`src/rtl/wsc_pkg.sv`:
```
// Shared types and constants of the weighted score card scheduler.
// No dependencies.
`timescale 1ns / 1ps
`default_nettype none

package wsc_pkg;

   localparam logic [1:0] KIND_ARRIVE   = 2'd0;
   localparam logic [1:0] KIND_CARD_UPD = 2'd1;
   localparam logic [1:0] KIND_SCHEDULE = 2'd2;

   localparam logic [1:0] STATUS_ASSIGNED = 2'd0;
   localparam logic [1:0] STATUS_NONE     = 2'd1;
   localparam logic [1:0] STATUS_FULL     = 2'd2;

   localparam logic [2:0] CSR_WEIGHT_WAIT     = 3'd0;
   localparam logic [2:0] CSR_WEIGHT_SWITCH   = 3'd1;
   localparam logic [2:0] CSR_WEIGHT_PRESSURE = 3'd2;
   localparam logic [2:0] CSR_WEIGHT_PRIORITY = 3'd3;
   localparam logic [2:0] CSR_ONE_CARD_LIMIT  = 3'd4;
   localparam logic [2:0] CSR_TWO_CARD_LIMIT  = 3'd5;
   localparam logic [2:0] CSR_BASE_KEY_LOAD   = 3'd6;

   localparam logic [15:0] WEIGHT_RESET        = 16'd256;
   localparam logic [31:0] ONE_CARD_RESET      = 32'd4096;
   localparam logic [31:0] TWO_CARD_RESET      = 32'd8192;
   localparam logic [15:0] BASE_KEY_LOAD_RESET = 16'd500;

   // key bytes per unit of default load time (1024)
   localparam int KEY_SHIFT = 10;

   typedef struct packed {
      logic [15:0] request;
      logic [15:0] user;
      logic [31:0] arrival;
      logic [15:0] recip;      // Q0.16 reciprocal priority term
      logic [2:0]  need;
      logic [31:0] cost;
   } qentry_type;

   typedef struct packed {
      logic load;
      logic shift;
   } cell_ctrl_type;

   typedef struct packed {
      logic       start;
      logic [7:0] prio;
   } div_req_type;

   typedef struct packed {
      logic        done;
      logic [15:0] recip;
   } div_rsp_type;

endpackage

`default_nettype wire

```
`src/rtl/wsc_queue_cell.sv`:
```
// One slot of the request queue chain; takes a new entry or its upper neighbor.
// Depends on wsc_pkg.
`timescale 1ns / 1ps
`default_nettype none

module wsc_queue_cell
   import wsc_pkg::*;
(
   input  wire           clock,
   input  cell_ctrl_type ctrl,
   input  qentry_type    new_entry,
   input  qentry_type    next_entry,
   output qentry_type    entry
);

   qentry_type entry_ff, entry_in;

   always_comb begin
      priority if (ctrl.load) begin
         entry_in = new_entry;
      end else if (ctrl.shift) begin
         entry_in = next_entry;
      end else begin
         entry_in = entry_ff;
      end
   end

   always_ff @(posedge clock) begin
      entry_ff <= entry_in;
   end

   assign entry = entry_ff;

endmodule

`default_nettype wire

```
`config.mk`:
```
export PLATFORM = sky130hd
export DESIGN_NAME = wsc_queue_cell
export DESIGN_NICKNAME = d
export VERILOG_FILES = /design/src/rtl/wsc_pkg.sv /design/src/rtl/wsc_queue_cell.sv
export SDC_FILE = /design/constraint.sdc
export NUM_CORES = 1
export LEC_CHECK = 0
export BUFFER_PORTS_ARGS = -buffer_cell sky130_fd_sc_hd__buf_2
export CORE_AREA = 2 2 134 136
export CTS_BUF_LIST = sky130_fd_sc_hd__clkbuf_16
export DETAILED_ROUTE_END_ITERATION = 6
export DIE_AREA = 0 0 136 138
export PLACE_DENSITY_LB_ADDON = 0.2
export SLEW_MARGIN = 25
export SYNTH_ARGS = -nofsm -noshare
export SYNTH_HDL_FRONTEND = slang
export SYNTH_SLANG_ARGS = --single-unit
```
`constraint.sdc`:
```
create_clock -name clock -period 5 [get_ports clock]
set_clock_uncertainty 0.05 [all_clocks]
set_input_delay 1.5 -clock clock [delete_from_list [all_inputs] [get_ports clock]]
set_output_delay 1.5 -clock clock [all_outputs]
set_load 0.05 [all_outputs]
```
==> flow_metrics.env <==
export IMPL_combPwrFrac=0.234
export IMPL_timing_fmax_mhz=382
export IMPL_p_switching_uw=940
export IMPL_rows=49
export IMPL_leakagePower_uw=0.00347
export IMPL_grt_max_degree=64
export IMPL_status="finished clean"
export IMPL_yosysWarnings=0
export IMPL_finalCritPeriodShare=0.523
export IMPL_diodes=0
export IMPL_fillers=1670
export IMPL_pwr_share_clk=0.370
export IMPL_yosys_area_top_type="edfxtp_1"
export IMPL_design_area_sq_mm=0.00754
export IMPL_nNetsFinal=834
export IMPL_cts_inserted_buffers=17
export IMPL_power_total_uw=3060
export IMPL_synthTopCellsByArea="edfxtp_1 (69%), mux2_2 (17%), mux2_4 (12%), buf_6 (1.4%), buf_2 (0.70%)"
export IMPL_rsz0062_at_grt="no"
export IMPL_synth_most_common_cell="edfxtp_1"
export IMPL_maxSlewViolCount=0
export IMPL_ant_nets=0
export IMPL_die_w_microns=136
export IMPL_yosys_top_cells_count="edfxtp_1 (115), mux2_2 (76), mux2_4 (39), buf_2 (7), buf_6 (6)"
export IMPL_arrival_ns=2.72
export IMPL_async_reset_ff_frac=0
export IMPL_htreeDepth=4
export IMPL_clock_sinks=115
export IMPL_cts_hold_buf=0
export IMPL_cts_buffer_depth=2
export IMPL_cts_reportedPaths_clkPinSlew_ns=0.06
export IMPL_drive_gt1_frac=0.803
export IMPL_seqCellArea_sq_mm=0.00345
export IMPL_fin_crit_ns=2.62
export IMPL_synth_distinct_cells=6
export IMPL_yosysSeqAreaShare=0.690
export IMPL_drtPass1Iterations=4
export IMPL_die_h_microns=138
export IMPL_initial_core_util=0.285
export IMPL_irDropWorstVdd_v=0.000213
export IMPL_postCtsSetupBuffers=0
export IMPL_drc=0
export IMPL_power_switching_share=0.307
export IMPL_netlist_area_leader_share=0.690
export IMPL_area_growth_syn_to_layout_pct=50.6
export IMPL_placed_cell_area_sq_mm=0.00698
export IMPL_setup_tns_final_ns=0
export IMPL_min_path_type="in2reg"
export IMPL_powerDensity_mw_per_mm2=406
export IMPL_root_buffer="clkbuf_16"
export IMPL_ctsResizeCount=0
export IMPL_holdWs_ns=1.34
export IMPL_port_buffers=347
export IMPL_finalHoldViolCount=0
export IMPL_grt_pass1_wl_microns=19200
export IMPL_wire_per_inst_microns=15.8
export IMPL_via_per_inst=4.20
export IMPL_p_int_uw=2120
export IMPL_dp_hpwl_microns=10200
export IMPL_drt_wl_total_microns=13300
export IMPL_synth_ff_type="edfxtp_1"
export IMPL_power_frac_seq=0.396
export IMPL_drtIter0Drc=104
export IMPL_multi_input_area_sq_mm=0.00145
export IMPL_synth_area_sq_mm=0.00500
export IMPL_path_max_fanout=52
export IMPL_cts_tree="built"
export IMPL_grt_pass1_vias=3782
export IMPL_dieArea_sq_mm=0.0188
export IMPL_synth_edff_count=115
export IMPL_syn_avg_cell_area_sq_um=20.5
export IMPL_grtUsageTotal=0.137
export IMPL_slew_limit_headroom=0.448
export IMPL_vias=3540
export IMPL_crit_required_ns=5.11
export IMPL_tightest_slew_ns=0.828
export IMPL_worstSetupPathType="in2reg"
export IMPL_worstSetupEndpointType="register"
export IMPL_largest_reg_flops=115
export IMPL_overflow=0
export IMPL_gp_congestion=0.728
export IMPL_syn_nets=477
export IMPL_maxCapViolations=0
export IMPL_antenna_found_initial=0
export IMPL_io_pins=348
export IMPL_startpoint_type="input pin"
export IMPL_synth_cells=244
export IMPL_setup_violations=0
export IMPL_core_area_sq_mm=0.0175
export IMPL_synth_seq_cells=115
==> power by group through the flow <==
stage / logic [uW] / registers (uW) / clock network (uW)
2_1_floorplan: 126 / 1620 / 0
3_3_place_gp: 720 / 1230 / 0
3_5_place_dp: 724 / 1230 / 0
4_1_cts: 725 / 1210 / 1160
5_1_grt: 748 / 1220 / 1210
6_report: 717 / 1210 / 1130
==> kinds of logic (layout without fill, tap and decap cells) <==
| kind of cell | Yosys count | in the layout | synth area share |
|---|---|---|---|
| multiplexers | 115 | 115 | 0.288 |
| flip-flops | 115 | 115 | 0.690 |
| buffers and inverters | 13 | 383 | 0.0205 |
| AND/OR/NAND/NOR | 1 | 1 | 0.00125 |
==> worst max-delay path: stages <==
cell,delay (ns)
buf_4,0.11
buf_4,0.63
mux2_2,0.41
==> stage by stage <==
step           instances  utilization  worst slack (ns)
4_1_cts              843        0.430              2.38
2_1_floorplan        244            -            0.0265
3_3_place_gp         811        0.398              1.99
6_report             843        0.430              2.38
3_5_place_dp         811        0.398              1.98
5_1_grt              843        0.430              2.36
==> area by class of cell <==
cell class,count,area share
flip-flops and latches,115,0.458
multi-input cells,116,0.192
clock inverters,15,0.0168
clock buffers,17,0.0565
repair buffers,351,0.238
well taps,229,0.0380
==> path summary, 6_finish.rpt <==
| kind | endpoint | startpoint | depth (start not counted) | slack [ns] |
|---|---|---|---|---|
| setup / recovery | entry[113]$_DFFE_PP_ | ctrl[1] | 3 | 2.38 |
| hold / removal | entry[74]$_DFFE_PP_ | next_entry[74] | 2 | 1.34 |
==> metal layers <==
layer	global-route usage	wire length [microns]	vias to the layer above
met5	0	0	-
met4	0.0537	233	0
met3	0.0693	1510	17
met2	0.243	6890	213
met1	0.133	4690	1628
li1	-	-	1682
==> layout by cell type, fill, tap and decap left out, drive strengths merged <==
| cell | synthesis | layout |
|---|---|---|
| buf | 13 | 351 |
| edfxtp | 115 | 115 |
| mux2 | 115 | 115 |
| clkbuf | 0 | 17 |
| clkinv | 0 | 8 |
| inv | 0 | 3 |
| bufinv | 0 | 2 |
| clkinvlp | 0 | 2 |
| or2 | 1 | 1 |
(Power assumes the default switching activity.)
