## config.mk

```make
export PLATFORM = sky130hd
export DESIGN_NAME = wsc_recip_div
export DESIGN_NICKNAME = d
export VERILOG_FILES = /design/src/rtl/wsc_pkg.sv /design/src/rtl/wsc_recip_div.sv
export SDC_FILE = /design/constraint.sdc
export NUM_CORES = 1
export LEC_CHECK = 0
export ABC_AREA = 1
export ABC_CLOCK_PERIOD_IN_PS = 3950
export BUFFER_PORTS_ARGS = -buffer_cell sky130_fd_sc_hd__buf_2
export CAP_MARGIN = 20
export CORE_MARGIN = 2
export CORE_UTILIZATION = 57
export DETAILED_ROUTE_END_ITERATION = 12
export PLACE_DENSITY = 0.82
export RECOVER_POWER = 25
export SLEW_MARGIN = 20
export SYNTH_ARGS = -nofsm -noshare
export SYNTH_HDL_FRONTEND = slang
export SYNTH_SLANG_ARGS = --single-unit
```

## constraint.sdc

```tcl
create_clock -name clock -period 3.95 [get_ports clock]
set_clock_uncertainty 0.05 [all_clocks]
set_input_delay 0.395 -clock clock [delete_from_list [all_inputs] [get_ports clock]]
set_output_delay 0.395 -clock clock [all_outputs]
set_load 0.005 [all_outputs]
```

## src/rtl/wsc_pkg.sv

```systemverilog
// Shared types and constants of the weighted score card scheduler.
// No dependencies.
`timescale 1ns / 1ps
`default_nettype none

package wsc_pkg;

   localparam logic [1:0] KIND_ARRIVE   = 2'd0;
   localparam logic [1:0] KIND_CARD_UPD = 2'd1;
   localparam logic [1:0] KIND_SCHEDULE = 2'd2;

   localparam logic [1:0] STATUS_ASSIGNED = 2'd0;
   localparam logic [1:0] STATUS_NONE     = 2'd1;
   localparam logic [1:0] STATUS_FULL     = 2'd2;

   localparam logic [2:0] CSR_WEIGHT_WAIT     = 3'd0;
   localparam logic [2:0] CSR_WEIGHT_SWITCH   = 3'd1;
   localparam logic [2:0] CSR_WEIGHT_PRESSURE = 3'd2;
   localparam logic [2:0] CSR_WEIGHT_PRIORITY = 3'd3;
   localparam logic [2:0] CSR_ONE_CARD_LIMIT  = 3'd4;
   localparam logic [2:0] CSR_TWO_CARD_LIMIT  = 3'd5;
   localparam logic [2:0] CSR_BASE_KEY_LOAD   = 3'd6;

   localparam logic [15:0] WEIGHT_RESET        = 16'd256;
   localparam logic [31:0] ONE_CARD_RESET      = 32'd4096;
   localparam logic [31:0] TWO_CARD_RESET      = 32'd8192;
   localparam logic [15:0] BASE_KEY_LOAD_RESET = 16'd500;

   // key bytes per unit of default load time (1024)
   localparam int KEY_SHIFT = 10;

   typedef struct packed {
      logic [15:0] request;
      logic [15:0] user;
      logic [31:0] arrival;
      logic [15:0] recip;      // Q0.16 reciprocal priority term
      logic [2:0]  need;
      logic [31:0] cost;
   } qentry_type;

   typedef struct packed {
      logic load;
      logic shift;
   } cell_ctrl_type;

   typedef struct packed {
      logic       start;
      logic [7:0] prio;
   } div_req_type;

   typedef struct packed {
      logic        done;
      logic [15:0] recip;
   } div_rsp_type;

endpackage

`default_nettype wire

```

## src/rtl/wsc_recip_div.sv

```systemverilog
// Bit-serial divider giving min(65535, 65536 / (1 + priority)), 17 steps.
// Depends on wsc_pkg.
`timescale 1ns / 1ps
`default_nettype none

module wsc_recip_div
   import wsc_pkg::*;
(
   input  wire         clock,
   input  wire         reset,
   input  div_req_type req,
   output div_rsp_type rsp
);

   logic        busy_ff, busy_in;
   logic        done_ff, done_in;
   logic [4:0]  cnt_ff, cnt_in;
   logic [8:0]  rem_ff, rem_in;
   logic [8:0]  den_ff, den_in;
   logic [16:0] quo_ff, quo_in;
   logic [9:0]  trial;

   always_comb begin
      busy_in = busy_ff;
      done_in = 1'b0;
      cnt_in  = cnt_ff;
      rem_in  = rem_ff;
      den_in  = den_ff;
      quo_in  = quo_ff;
      // dividend is 2^16: only the top bit is set
      trial   = {rem_ff, (cnt_ff == 5'd16)};
      if (req.start) begin
         busy_in = 1'b1;
         cnt_in  = 5'd16;
         rem_in  = '0;
         quo_in  = '0;
         den_in  = {1'b0, req.prio} + 9'd1;
      end else if (busy_ff) begin
         if (trial >= {1'b0, den_ff}) begin
            rem_in = 9'(trial - {1'b0, den_ff});
            quo_in = {quo_ff[15:0], 1'b1};
         end else begin
            rem_in = trial[8:0];
            quo_in = {quo_ff[15:0], 1'b0};
         end
         if (cnt_ff == 5'd0) begin
            busy_in = 1'b0;
            done_in = 1'b1;
         end else begin
            cnt_in = cnt_ff - 5'd1;
         end
      end
   end

   always_ff @(posedge clock) begin
      if (reset) begin
         busy_ff <= 1'b0;
         done_ff <= 1'b0;
      end else begin
         busy_ff <= busy_in;
         done_ff <= done_in;
      end
      cnt_ff <= cnt_in;
      rem_ff <= rem_in;
      den_ff <= den_in;
      quo_ff <= quo_in;
   end

   assign rsp = {done_ff, (quo_ff[16] ? 16'hFFFF : quo_ff[15:0])};

endmodule

`default_nettype wire

```

==> impl_results.html, run 1 <==
<table>
<tr><th>Metric</th><th>Value</th></tr>
<tr><th colspan="2">Status</th></tr>
<tr><td>Run status</td><td>finished, final reports clean</td></tr>
<tr><th colspan="2">Final layout</th></tr>
<tr><td>Layout-stage area growth over the synthesis result</td><td>10.3%</td></tr>
<tr><td>Antenna diodes</td><td>0</td></tr>
<tr><td>Proportion of layout cells with a drive suffix above 1</td><td>0.211</td></tr>
<tr><td>Total of fill cells in the finished design</td><td>351</td></tr>
<tr><td>Finished layout cell area</td><td>2720 sq um</td></tr>
<tr><td>Final core area utilization</td><td>0.665</td></tr>
<tr><td>Final #Nets</td><td>374</td></tr>
<tr><td>Non-Filler Instances</td><td>401</td></tr>
<tr><th colspan="2">CTS</th></tr>
<tr><td>Cts-stage hold buffer count</td><td>0</td></tr>
<tr><td>H-Tree Level Count</td><td>2</td></tr>
<tr><td>Clock tree sinks</td><td>42</td></tr>
<tr><td>TritonCTS clock tree</td><td>done</td></tr>
<tr><td>Clock edge transition at the registers on the reported setup and hold paths</td><td>about 0.090 ns</td></tr>
<tr><td>Post-CTS Setup Inserts</td><td>0</td></tr>
<tr><td>Clock buffer count from CTS</td><td>5</td></tr>
<tr><td>CTS max path bufs</td><td>2</td></tr>
<tr><td>Resized cells post-CTS</td><td>0</td></tr>
<tr><td>Clock latency at the later pin of the worst-skew pair</td><td>0.31 ns</td></tr>
<tr><td>Root buffer selected by CTS</td><td>clkbuf_8</td></tr>
<tr><th colspan="2">Power and ir drop</th></tr>
<tr><td>Clk pwr share</td><td>0.322</td></tr>
<tr><td>Fraction of power consumed by sequential logic</td><td>0.473</td></tr>
<tr><td>Net switching component of the power</td><td>313 uW</td></tr>
<tr><td>Internal power of the cells</td><td>slightly above 700 uW</td></tr>
<tr><td>Portion of total power attributed to combinational logic</td><td>0.205</td></tr>
<tr><td>Leakage power</td><td>1.42 nW</td></tr>
<tr><td>Total power</td><td>roughly 1.0 mW</td></tr>
<tr><td>Peak supply drop</td><td>around 0.29 mV</td></tr>
<tr><td>Switching share of total power</td><td>0.302</td></tr>
<tr><td>Power density of the placed cells</td><td>382 nW/um^2</td></tr>
<tr><th colspan="2">Die</th></tr>
<tr><td>Top Ports</td><td>28</td></tr>
<tr><td>Die outline area</td><td>4860 sq um</td></tr>
<tr><td>Initial Utilization</td><td>0.603</td></tr>
<tr><td>Std-Cell Rows</td><td>23</td></tr>
<tr><td>Die boundary height</td><td>69.7 um</td></tr>
<tr><td>Area of the placeable core</td><td>4090 sq um</td></tr>
<tr><td>Die width</td><td>69.7 um</td></tr>
<tr><th colspan="2">Place</th></tr>
<tr><td>Port-buffer cells</td><td>27</td></tr>
<tr><td>Post-DP Area</td><td>2610 sq um</td></tr>
<tr><td># placed instances</td><td>a little under 400</td></tr>
<tr><td>RePlAce Congestion</td><td>0.899</td></tr>
<tr><td>Post-DP HPWL</td><td>3290 um</td></tr>
<tr><td>Worst setup slack before clock tree synthesis</td><td>1.72 ns</td></tr>
<tr><th colspan="2">Global routing</th></tr>
<tr><td>Total routing usage reported by global routing</td><td>0.208</td></tr>
<tr><td>Largest net degree at the start of global routing</td><td>35</td></tr>
<tr><td>Vias in the first global route</td><td>1895</td></tr>
<tr><td>Global-route wire length before repair</td><td>8250 um</td></tr>
<tr><td>Initial antenna violation count</td><td>0</td></tr>
<tr><td>GRT Residual Overflow</td><td>0</td></tr>
<tr><th colspan="2">Synth</th></tr>
<tr><td>Unique masters post-synth</td><td>32</td></tr>
<tr><td>Fraction of synthesis flops using an asynchronous set or reset pin</td><td>0</td></tr>
<tr><td>Adder-cell area share of the yosys netlist</td><td>0.0691</td></tr>
<tr><td>Simple-gate share of the synthesized area</td><td>0.358</td></tr>
<tr><td>Xor/xnor share of the synthesized area</td><td>0.0356</td></tr>
<tr><td>Total number of yosys warnings</td><td>0</td></tr>
<tr><td>Cell count after synthesis</td><td>327</td></tr>
<tr><td>Post-synthesis sequential element count</td><td>42</td></tr>
<tr><td>Number of enable flip-flop cells after synthesis</td><td>9</td></tr>
<tr><td>Largest family of logic cells by synthesized area</td><td>simple AND/OR/NAND/NOR gates</td></tr>
<tr><td>Post-Synthesis Cell Area</td><td>2460 sq um</td></tr>
<tr><td>Fraction of the yosys area taken by sequential cells</td><td>0.378</td></tr>
<tr><td>Post-synthesis net count</td><td>351</td></tr>
<tr><td>Area fraction in compound gates after synthesis</td><td>0.0640</td></tr>
<tr><td>Average cell area after synthesis</td><td>7.53 sq um</td></tr>
<tr><td>Portion of netlist area occupied by mux cells</td><td>0</td></tr>
<tr><td>Predominant post-synthesis flop cell</td><td>dfxtp_1</td></tr>
<tr><th colspan="2">Timing</th></tr>
<tr><td>Worst max-slew margin expressed relative to the limit</td><td>0.421</td></tr>
<tr><td>Setup TNS</td><td>0 ns</td></tr>
<tr><td>Worst slew pin tran</td><td>0.868 ns</td></tr>
<tr><td>Post-layout worst setup margin</td><td>1.68 ns</td></tr>
<tr><td>Final-layout worst hold slack</td><td>0.209 ns</td></tr>
<tr><td>Unrepaired setup endpoints after global routing</td><td>no</td></tr>
<tr><td>Final critical delay including setup and external delays</td><td>between 2 and 2.5 ns</td></tr>
<tr><td>Final hold violation count</td><td>0</td></tr>
<tr><td>Count of endpoints failing setup in the final report</td><td>0</td></tr>
<tr><td>Upper clock frequency limit</td><td>440 MHz</td></tr>
<tr><td>Part of the cycle the worst path needs</td><td>0.576</td></tr>
<tr><td>Count of pins over their slew limit</td><td>0</td></tr>
<tr><th colspan="2">Setup path</th></tr>
<tr><td>Critical Path Max Stage Delay</td><td>0.43 ns</td></tr>
<tr><td>Depth of the most critical reg-to-reg path</td><td>14</td></tr>
<tr><td>Critical path data required time</td><td>4.10 ns</td></tr>
<tr><td>Crit Path Category</td><td>flip-flop to flip-flop</td></tr>
<tr><td>Data arrival, critical path</td><td>2.42 ns</td></tr>
<tr><td>Max Fanout on Critical Path</td><td>10</td></tr>
<tr><td>Type of element launching the critical path</td><td>flip-flop</td></tr>
<tr><td>Library cell appearing most often on the critical path</td><td>inv_1</td></tr>
<tr><td>Slowest cell on the critical path</td><td>fa_1</td></tr>
<tr><td>Crit-path cells</td><td>inv_1 -&gt; ha_1 -&gt; nand3_1 -&gt; ha_1 -&gt; inv_1 -&gt; fa_1 -&gt; nand2_1 -&gt; nand3_2 -&gt; nand2_4 -&gt; nand2_8 -&gt; nand3_2 -&gt; nand3_1 -&gt; nand2_1 -&gt; inv_1</td></tr>
<tr><td>Kind of end point of the critical path</td><td>flip-flop</td></tr>
<tr><th colspan="2">Route</th></tr>
<tr><td>Number of optimization iterations in the first detailed-route pass</td><td>4</td></tr>
<tr><td>Total number of vias</td><td>2063</td></tr>
<tr><td>Routed Antenna Nets</td><td>0</td></tr>
<tr><td>DRC Markers</td><td>0</td></tr>
<tr><td>Routed wire per std cell</td><td>11.8 um</td></tr>
<tr><td>First-iteration detailed-routing DRC count</td><td>126</td></tr>
<tr><td>Sum of routed wire length over all layers</td><td>between 4000 and 5000 um</td></tr>
<tr><td>Via count normalized by instance count</td><td>5.14</td></tr>
<tr><th colspan="2">Worst hold path</th></tr>
<tr><td>Classification of the worst-slack hold path</td><td>primary input to flip-flop</td></tr>
<tr><td>Hold-critical path depth</td><td>2</td></tr>
<tr><th colspan="2">Run</th></tr>
<tr><td>Max-Cap Viols</td><td>0</td></tr>
</table>
[layout by cell type (no fill, tap or decap), types with 5 or more instances in the layout]
cell type / Yosys / final
nor2_1: 42 / 42
nand2_2: 5 / 5
xor2_1: 9 / 9
nand2_1: 60 / 60
edfxtp_1: 9 / 9
inv_1: 45 / 45
or2_2: 16 / 16
clkbuf_8: 0 / 5
nand3_2: 10 / 10
dfxtp_1: 33 / 33
nand4_1: 9 / 9
nand3_1: 19 / 19
ha_1: 12 / 12
o21ai_0: 20 / 20
a21oi_1: 8 / 8
buf_2: 5 / 25
[registers in the layout, summed over array words and instances (netlist names)]
signal / cells
quo_ff: 17
den_ff: 9
rem_ff: 9
cnt_ff: 5
busy_ff: 1
done_ff: 1
[kinds of logic (layout without fill, tap and decap cells)]
family          Yosys count  in the layout
buf+inv                  58             82
compound gates           30             30
fa+ha+maj                13             13
xor+xnor                 10             10
simple gates            174            174
flops                    42             42
[worst max-delay path, delay by kind of cell, from the launching register on]
family / cells / cell delay (ns)
flip-flops: 1 / 0.33
AND/OR/NAND/NOR: 8 / 0.82
adder cells (fa/ha/maj): 3 / 0.78
buffers and inverters: 3 / 0.19
[final cells by class]
type / count / area, sq um / share of cell area
inverter: 46 / 173 / 0.0636
sequential: 42 / 931 / 0.343
clock inverter: 2 / 18.8 / 0.00691
tap: 50 / 62.6 / 0.0230
timing repair buffer: 28 / 140 / 0.0516
clock buffer: 6 / 93.8 / 0.0345
multi-input combinational: 227 / 1300 / 0.478
[synth_stat cells (3+ instances only)]
master	number	share of area
nand2_1	60	0.091
inv_1	45	0.069
nor2_1	42	0.064
dfxtp_1	33	0.27
o21ai_0	20	0.041
nand3_1	19	0.039
or2_2	16	0.041
ha_1	12	0.061
nand3_2	10	0.041
edfxtp_1	9	0.11
nand4_1	9	0.023
xor2_1	9	0.032
a21oi_1	8	0.016
buf_2	5	0.010
nand2_2	5	0.013
clkbuf_1	3	0.0046
[power groups by stage]
stage	Clock [mW]	Sequential (mW)	Combinational, mW
after floorplan	0	0.493	0.162
after global placement	0	0.499	0.206
after detailed placement	0	0.500	0.210
after CTS	0.340	0.490	0.213
after global routing	0.359	0.495	0.240
final	0.334	0.490	0.213
[worst paths after layout]
check | start | endpoint | slack, ns
worst max-delay path | cnt_ff[0] | rem_ff[4] | 1.68
worst min-delay path | reset | busy_ff | 0.21
worst max register to register | cnt_ff[0] | rem_ff[4] | 1.68
worst min register to register | cnt_ff[0] | cnt_ff[0] | 0.43
[metal layers]
metal  track usage  share of wire
met1         0.252           0.44
met5             0              0
met4        0.0812          0.022
met2         0.361           0.50
met3        0.0436          0.032
(Power assumes the default switching activity.)
==> run 2, diff against run 1 <==
Settings changed: ABC_CLOCK_PERIOD_IN_PS 3950 to 2200.
Clock period 3.95 ns to 2.2 ns, I/O delays scaled along.
==> run 2 against run 1 <==
Effect of this change:
- the run now ends with negative setup slack left
- register-to-register slack worse by 1.7 ns
- clock-buffer cell count down 1
- hold slack worse by 0.17 ns
- maximum frequency up 2.9%
- clock power up 51%
- core utilization up 2.6 points
- setup slack worse by 1.7 ns
- sequential share of layout area down 1.2 points
- via count up 4.4%
- non-clock buffer count up 7
- critical endpoint is now quo_ff[0]
- largest cell class unchanged
- highest routed layer unchanged
==> impl_results.html, run 2 (synthesis gave the netlist of run 1 again) <==
<table>
<tr><th>Metric</th><th>Value</th></tr>
<tr><th colspan="2">Setup path</th></tr>
<tr><td>Max Fanout on Critical Path</td><td>5</td></tr>
<tr><td>Crit Path Category</td><td>flip-flop to flip-flop</td></tr>
<tr><td>Data arrival, critical path</td><td>2.34 ns</td></tr>
<tr><td>Critical path data required time</td><td>around 2.3 ns</td></tr>
<tr><td>Type of element launching the critical path</td><td>flip-flop</td></tr>
<tr><td>Kind of end point of the critical path</td><td>flip-flop</td></tr>
<tr><th colspan="2">CTS</th></tr>
<tr><td>H-Tree Level Count</td><td>2</td></tr>
<tr><td>Root buffer selected by CTS</td><td>clkbuf_8</td></tr>
<tr><td>Clock latency at the later pin of the worst-skew pair</td><td>0.29 ns</td></tr>
<tr><td>TritonCTS clock tree</td><td>done</td></tr>
<tr><td>Clock tree sinks</td><td>42</td></tr>
<tr><td>Cts-stage hold buffer count</td><td>0</td></tr>
<tr><td>Clock edge transition at the registers on the reported setup and hold paths</td><td>0.08 ns</td></tr>
<tr><td>CTS max path bufs</td><td>2</td></tr>
<tr><td>Clock buffer count from CTS</td><td>5</td></tr>
<tr><th colspan="2">Power and ir drop</th></tr>
<tr><td>Clk pwr share</td><td>0.280</td></tr>
<tr><td>Peak supply drop</td><td>between 0.5 and 0.6 mV</td></tr>
<tr><td>Fraction of power consumed by sequential logic</td><td>0.488</td></tr>
<tr><td>Power density of the placed cells</td><td>640 nW/um^2</td></tr>
<tr><td>Total power</td><td>1.81 mW</td></tr>
<tr><td>Portion of total power attributed to combinational logic</td><td>0.232</td></tr>
<tr><td>Net switching component of the power</td><td>563 uW</td></tr>
<tr><td>Switching share of total power</td><td>0.311</td></tr>
<tr><td>Leakage power</td><td>1.49 nW</td></tr>
<tr><td>Internal power of the cells</td><td>1.24 mW</td></tr>
<tr><th colspan="2">Final layout</th></tr>
<tr><td>Layout-stage area growth over the synthesis result</td><td>14.6%</td></tr>
<tr><td>Most frequent cells in the layout</td><td>nand2_1, inv_1, nor2_1</td></tr>
<tr><td>Register bank with the most flops</td><td>quo_ff</td></tr>
<tr><td>Finished layout cell area</td><td>2820 sq um</td></tr>
<tr><td>Total of fill cells in the finished design</td><td>325</td></tr>
<tr><td>Proportion of layout cells with a drive suffix above 1</td><td>0.267</td></tr>
<tr><td>Most common cell after layout, fill and taps aside</td><td>nand2_1</td></tr>
<tr><td>Top flop regs</td><td>quo_ff (17), den_ff (9), rem_ff (9)</td></tr>
<tr><td>Final core area utilization</td><td>0.691</td></tr>
<tr><td>Final #Nets</td><td>382</td></tr>
<tr><td>Flip-flop count of the largest register, all copies and words added</td><td>17</td></tr>
<tr><td>Antenna diodes</td><td>0</td></tr>
<tr><th colspan="2">Timing</th></tr>
<tr><td>Worst max-slew margin expressed relative to the limit</td><td>0.575</td></tr>
<tr><td>Count of endpoints failing setup in the final report</td><td>1</td></tr>
<tr><td>Count of pins over their slew limit</td><td>0</td></tr>
<tr><td>Upper clock frequency limit</td><td>453 MHz</td></tr>
<tr><td>Post-layout worst setup margin</td><td>-0.00847 ns</td></tr>
<tr><td>Part of the cycle the worst path needs</td><td>1.00</td></tr>
<tr><td>Final hold violation count</td><td>0</td></tr>
<tr><td>Final critical delay including setup and external delays</td><td>approximately 2.2 ns</td></tr>
<tr><td>Worst slew pin tran</td><td>0.638 ns</td></tr>
<tr><th colspan="2">Route</th></tr>
<tr><td>DRC Markers</td><td>0</td></tr>
<tr><td>Sum of routed wire length over all layers</td><td>about 5300 um</td></tr>
<tr><td>Total number of vias</td><td>2154</td></tr>
<tr><td>Routed Antenna Nets</td><td>0</td></tr>
<tr><td>Via count normalized by instance count</td><td>5.27</td></tr>
<tr><td>Number of optimization iterations in the first detailed-route pass</td><td>4</td></tr>
<tr><td>Routed wire per std cell</td><td>12.9 um</td></tr>
<tr><td>First-iteration detailed-routing DRC count</td><td>approximately 170</td></tr>
<tr><th colspan="2">Global routing</th></tr>
<tr><td>Vias in the first global route</td><td>around 1900</td></tr>
<tr><td>GRT Residual Overflow</td><td>0</td></tr>
<tr><td>Largest net degree at the start of global routing</td><td>34</td></tr>
<tr><td>Total routing usage reported by global routing</td><td>0.198</td></tr>
<tr><td>Global-route wire length before repair</td><td>7870 um</td></tr>
<tr><td>Initial antenna violation count</td><td>0</td></tr>
<tr><th colspan="2">Die</th></tr>
<tr><td>Die boundary height</td><td>69.7 um</td></tr>
<tr><td>Top Ports</td><td>28</td></tr>
<tr><td>Die width</td><td>around 70 um</td></tr>
<tr><td>Initial Utilization</td><td>0.603</td></tr>
<tr><td>Area of the placeable core</td><td>between 4000 and 5000 sq um</td></tr>
<tr><td>Die outline area</td><td>4860 sq um</td></tr>
<tr><td>Std-Cell Rows</td><td>23</td></tr>
<tr><th colspan="2">Worst hold path</th></tr>
<tr><td>Classification of the worst-slack hold path</td><td>primary input to flip-flop</td></tr>
<tr><th colspan="2">Place</th></tr>
<tr><td>Post-DP Area</td><td>between 2000 and 3000 sq um</td></tr>
<tr><td>Post-DP HPWL</td><td>3410 um</td></tr>
<tr><td>RePlAce Congestion</td><td>0.883</td></tr>
<tr><td>Port-buffer cells</td><td>27</td></tr>
<tr><th colspan="2">Status</th></tr>
<tr><td>Failing checks</td><td>negative setup slack</td></tr>
<tr><td>Run status</td><td>finished with violations</td></tr>
<tr><th colspan="2">Run</th></tr>
<tr><td>Max-Cap Viols</td><td>0</td></tr>
</table>
==> run 2: power groups by stage <==
stage	Combinational (mW)	Sequential [mW]	Clock (mW)
4_1_cts	0.390	0.881	0.512
5_1_grt	0.469	0.891	0.545
3_5_place_dp	0.386	0.898	0
2_1_floorplan	0.292	0.885	0
6_report	0.419	0.883	0.505
3_3_place_gp	0.375	0.896	0
==> run 2: timing repair <==
| action | in CTS | in global routing |
|---|---|---|
| pin swaps | 0 | 4 |
| gates resized for setup | 1 | 13 |
| setup endpoints to repair | 9 | 10 |
| buffers inserted | 2 | 3 |
| cloned | 0 | 1 |
==> run 2: worst max-delay path, cell delays in order (launching register included) <==
cell and delay (ns):
dfxtp_2 0.33, inv_1 0.06, ha_2 0.19, nand3_2 0.08, ha_2 0.17, inv_2 0.05
fa_2 0.40, nand2_2 0.09, nand3_2 0.09, nand2_4 0.16, nand2_8 0.09, o21ai_0 0.28
inv_1 0.07
==> run 2: area by class of cell <==
| class | instances | area [sq um] | area share |
|---|---|---|---|
| clock inverters | 3 | 18.8 | 0.00665 |
| flip-flops and latches | 42 | 933 | 0.331 |
| multi-input cells | 228 | 1340 | 0.476 |
| clock buffers | 5 | 68.8 | 0.0244 |
| inverters | 46 | 173 | 0.0612 |
| well taps | 50 | 62.6 | 0.0222 |
| repair buffers | 35 | 223 | 0.0789 |
==> run 2: metrics by stage <==
stage          std cells  setup TNS, ns  hold WS (ns)  setup slack, ns
2_1_floorplan        327              0         0.239            0.146
3_3_place_gp         395              0         0.348           0.0544
3_5_place_dp         395         -0.151         0.357          -0.0501
4_1_cts              405              0        0.0422           0.0157
5_1_grt              409         -0.451        0.0466          -0.0759
6_report             409       -0.00847        0.0438         -0.00847
==> run 2: metal layers <==
metal,track usage,up-vias,part of all wire
li1,-,1100,-
met1,0.239,979,0.43
met2,0.342,61,0.50
met3,0.0451,14,0.042
met4,0.0748,0,0.029
met5,0,-,0
==> run 2: final timing paths <==
path | cells after the start | to | startpoint | slack [ns]
setup reg to reg | 12 | quo_ff[0] | cnt_ff[0] | -0.008
hold / removal | 2 | busy_ff | reset | 0.04
hold reg to reg | 2 | cnt_ff[0] | cnt_ff[0] | 0.42
setup / recovery | 12 | quo_ff[0] | cnt_ff[0] | -0.008
==> run 3, diff against run 2 <==
Settings changed: CORE_UTILIZATION 57 to 58, PLACE_DENSITY 0.82 to 0.83.
==> run 3 against run 2 <==
Effect of this change:
- the run now ends clean
- via count fell by 0.60%
- cell count fell by 1.2%
- core utilization rose by 0.058 points
- sequential power barely moved
- first-iteration DRC count fell by 4.8%
- critical path depth rose by 1
- register-to-register slack improved by 0.099 ns
- critical path type unchanged
- largest cell class unchanged
==> impl_results.html, run 3 (synthesis gave the netlist of run 1 again) <==
<table>
<tr><th>Metric</th><th>Value</th></tr>
<tr><th colspan="2">Power and ir drop</th></tr>
<tr><td>Peak supply drop</td><td>0.571 mV</td></tr>
<tr><td>Power density of the placed cells</td><td>666 nW/um^2</td></tr>
<tr><td>Leakage power</td><td>between 1 and 1.5 nW</td></tr>
<tr><th colspan="2">Die</th></tr>
<tr><td>Area of the placeable core</td><td>4060 sq um</td></tr>
<tr><td>Std-Cell Rows</td><td>23</td></tr>
<tr><td>Initial Utilization</td><td>0.607</td></tr>
<tr><td>Top Ports</td><td>28</td></tr>
<tr><td>Die outline area</td><td>4790 sq um</td></tr>
<tr><td>Die width</td><td>a little under 70 um</td></tr>
<tr><td>Die boundary height</td><td>69.2 um</td></tr>
<tr><th colspan="2">Final layout</th></tr>
<tr><td>Flip-flop count of the largest register, all copies and words added</td><td>17</td></tr>
<tr><td>Antenna diodes</td><td>0</td></tr>
<tr><td>Most frequent cells in the layout</td><td>nand2_1, inv_1, nor2_1</td></tr>
<tr><td>Proportion of layout cells with a drive suffix above 1</td><td>0.246</td></tr>
<tr><td>Register bank with the most flops</td><td>quo_ff</td></tr>
<tr><td>Final #Nets</td><td>378</td></tr>
<tr><td>Top flop regs</td><td>quo_ff (17), den_ff (9), rem_ff (9)</td></tr>
<tr><td>Layout-stage area growth over the synthesis result</td><td>13.9%</td></tr>
<tr><td>Non-Filler Instances</td><td>roughly 400</td></tr>
<tr><td>Most common cell after layout, fill and taps aside</td><td>nand2_1</td></tr>
<tr><th colspan="2">CTS</th></tr>
<tr><td>TritonCTS clock tree</td><td>done</td></tr>
<tr><td>Clock latency at the later pin of the worst-skew pair</td><td>0.30 ns</td></tr>
<tr><td>Root buffer selected by CTS</td><td>clkbuf_8</td></tr>
<tr><td>Clock tree sinks</td><td>42</td></tr>
<tr><td>CTS max path bufs</td><td>2</td></tr>
<tr><td>H-Tree Level Count</td><td>2</td></tr>
<tr><td>Clock buffer count from CTS</td><td>5</td></tr>
<tr><td>Clock edge transition at the registers on the reported setup and hold paths</td><td>0.08 ns</td></tr>
<tr><th colspan="2">Timing</th></tr>
<tr><td>Count of pins over their slew limit</td><td>0</td></tr>
<tr><td>Final critical delay including setup and external delays</td><td>2.11 ns</td></tr>
<tr><td>Final hold violation count</td><td>0</td></tr>
<tr><td>Part of the cycle the worst path needs</td><td>0.959</td></tr>
<tr><td>Final-layout worst hold slack</td><td>0.0529 ns</td></tr>
<tr><td>Count of endpoints failing setup in the final report</td><td>0</td></tr>
<tr><td>Upper clock frequency limit</td><td>474 MHz</td></tr>
<tr><td>Worst slew pin tran</td><td>0.923 ns</td></tr>
<tr><td>Worst max-slew margin expressed relative to the limit</td><td>0.385</td></tr>
<tr><td>Post-layout worst setup margin</td><td>0.0906 ns</td></tr>
<tr><th colspan="2">Global routing</th></tr>
<tr><td>Initial antenna violation count</td><td>0</td></tr>
<tr><td>GRT Residual Overflow</td><td>0</td></tr>
<tr><td>Global-route wire length before repair</td><td>8250 um</td></tr>
<tr><td>Total routing usage reported by global routing</td><td>0.211</td></tr>
<tr><td>Met3 track utilization from global routing</td><td>0.0465</td></tr>
<tr><td>Largest net degree at the start of global routing</td><td>34</td></tr>
<tr><td>Highest-utilization routing layer at the global route stage</td><td>met2</td></tr>
<tr><td>Met1 demand-to-capacity share in global routing</td><td>0.259</td></tr>
<tr><td>Vias in the first global route</td><td>1958</td></tr>
<tr><td>Met2 Track Usage GR</td><td>0.358</td></tr>
<tr><th colspan="2">Setup path</th></tr>
<tr><td>Endpoint of the lowest-slack register-to-register path</td><td>rem_ff[1]</td></tr>
<tr><td>Max Fanout on Critical Path</td><td>6</td></tr>
<tr><td>Minimum setup slack among reg-to-reg paths</td><td>0.09 ns</td></tr>
<tr><td>Data arrival, critical path</td><td>2.21 ns</td></tr>
<tr><td>Kind of end point of the critical path</td><td>flip-flop</td></tr>
<tr><td>Worst flop-to-flop path startpoint</td><td>cnt_ff[1]</td></tr>
<tr><td>Type of element launching the critical path</td><td>flip-flop</td></tr>
<tr><td>Crit Path Category</td><td>flip-flop to flip-flop</td></tr>
<tr><td>Depth of the most critical reg-to-reg path</td><td>13</td></tr>
<tr><td>Critical path data required time</td><td>2.30 ns</td></tr>
<tr><th colspan="2">Route</th></tr>
<tr><td>Total number of vias</td><td>2141</td></tr>
<tr><td>First-iteration detailed-routing DRC count</td><td>around 160</td></tr>
<tr><td>Routed Antenna Nets</td><td>0</td></tr>
<tr><td>Via count normalized by instance count</td><td>5.30</td></tr>
<tr><td>DRC Markers</td><td>0</td></tr>
<tr><td>Number of optimization iterations in the first detailed-route pass</td><td>4</td></tr>
<tr><td>Routed wire per std cell</td><td>12.4 um</td></tr>
<tr><td>Sum of routed wire length over all layers</td><td>5020 um</td></tr>
<tr><th colspan="2">Place</th></tr>
<tr><td>Port-buffer cells</td><td>27</td></tr>
<tr><td>RePlAce Congestion</td><td>0.883</td></tr>
<tr><td># placed instances</td><td>around 390</td></tr>
<tr><td>Worst setup slack before clock tree synthesis</td><td>-0.0626 ns</td></tr>
<tr><td>Post-DP HPWL</td><td>3380 um</td></tr>
<tr><th colspan="2">Worst hold path</th></tr>
<tr><td>Classification of the worst-slack hold path</td><td>primary input to flip-flop</td></tr>
<tr><td>Min-delay src</td><td>reset</td></tr>
<tr><td>Hold-critical path depth</td><td>2</td></tr>
<tr><td>Worst hold path endpoint</td><td>busy_ff</td></tr>
<tr><th colspan="2">Status</th></tr>
<tr><td>Run status</td><td>finished, final reports clean</td></tr>
<tr><th colspan="2">Run</th></tr>
<tr><td>Max-Cap Viols</td><td>0</td></tr>
</table>
[run 3: critical path, stage by stage (launching register included)]
cell and delay [ns]:
dfxtp_2 0.33, inv_2 0.04, ha_2 0.18, nand3_2 0.10, ha_4 0.13, inv_2 0.05
fa_2 0.39, nand2_2 0.11, nand3_4 0.10, nand2_8 0.12, buf_12 0.12, nand3b_1 0.08
nand3_2 0.10, a21oi_2 0.05
[run 3: per-layer routing]
layer  vias to the layer above  share of wire
li1                       1093              -
met1                       990           0.44
met2                        43           0.50
met3                        15          0.033
met4                         0          0.027
met5                         -              0
[run 3: timing repair]
action | 4_1_cts | 5_1_grt
pin swaps | 1 | 5
setup buffers | 2 | 1
setup endpoints to repair | 10 | 10
endpoints found under the hold margin | 0 | 0
hold buffers | 0 | 0
resized for setup | 1 | 13
gates cloned | 0 | 1
[run 3: stage by stage]
step                       util  instance area [sq um]  setup TNS, ns  total power, mW
after floorplan               -                   2460              0             1.18
after CTS                 0.676                   2740              0             1.85
after detailed placement  0.642                   2610         -0.365             1.28
final                     0.691                   2810              0             1.87
after global placement    0.642                   2610              0             1.26
after global routing      0.691                   2810         -0.169             1.97
[run 3: how the worst max path moves through the flow]
stage	start	slack (ns)	end
after floorplan	cnt_ff[0]	0.15	rem_ff[7]
after global placement	cnt_ff[0]	0.04	rem_ff[7]
after detailed placement	cnt_ff[0]	-0.06	rem_ff[4]
after CTS	cnt_ff[0]	0.01	rem_ff[4]
after global routing	cnt_ff[1]	-0.05	rem_ff[8]
final	cnt_ff[1]	0.09	rem_ff[1]
[run 3: report_power, final]
group          total, mW  internal [mW]  switching (mW)
Sequential         0.883          0.845          0.0379
Combinational      0.406          0.168           0.237
Clock              0.578          0.317           0.261
[run 3: cell type report]
cell class                 instances  area (sq um)
inverter                          46           173
fill                             312          1250
clock buffer                       7           108
timing repair buffer              31           174
multi-input combinational        228          1360
tap                               50          62.6
sequential                        42           933
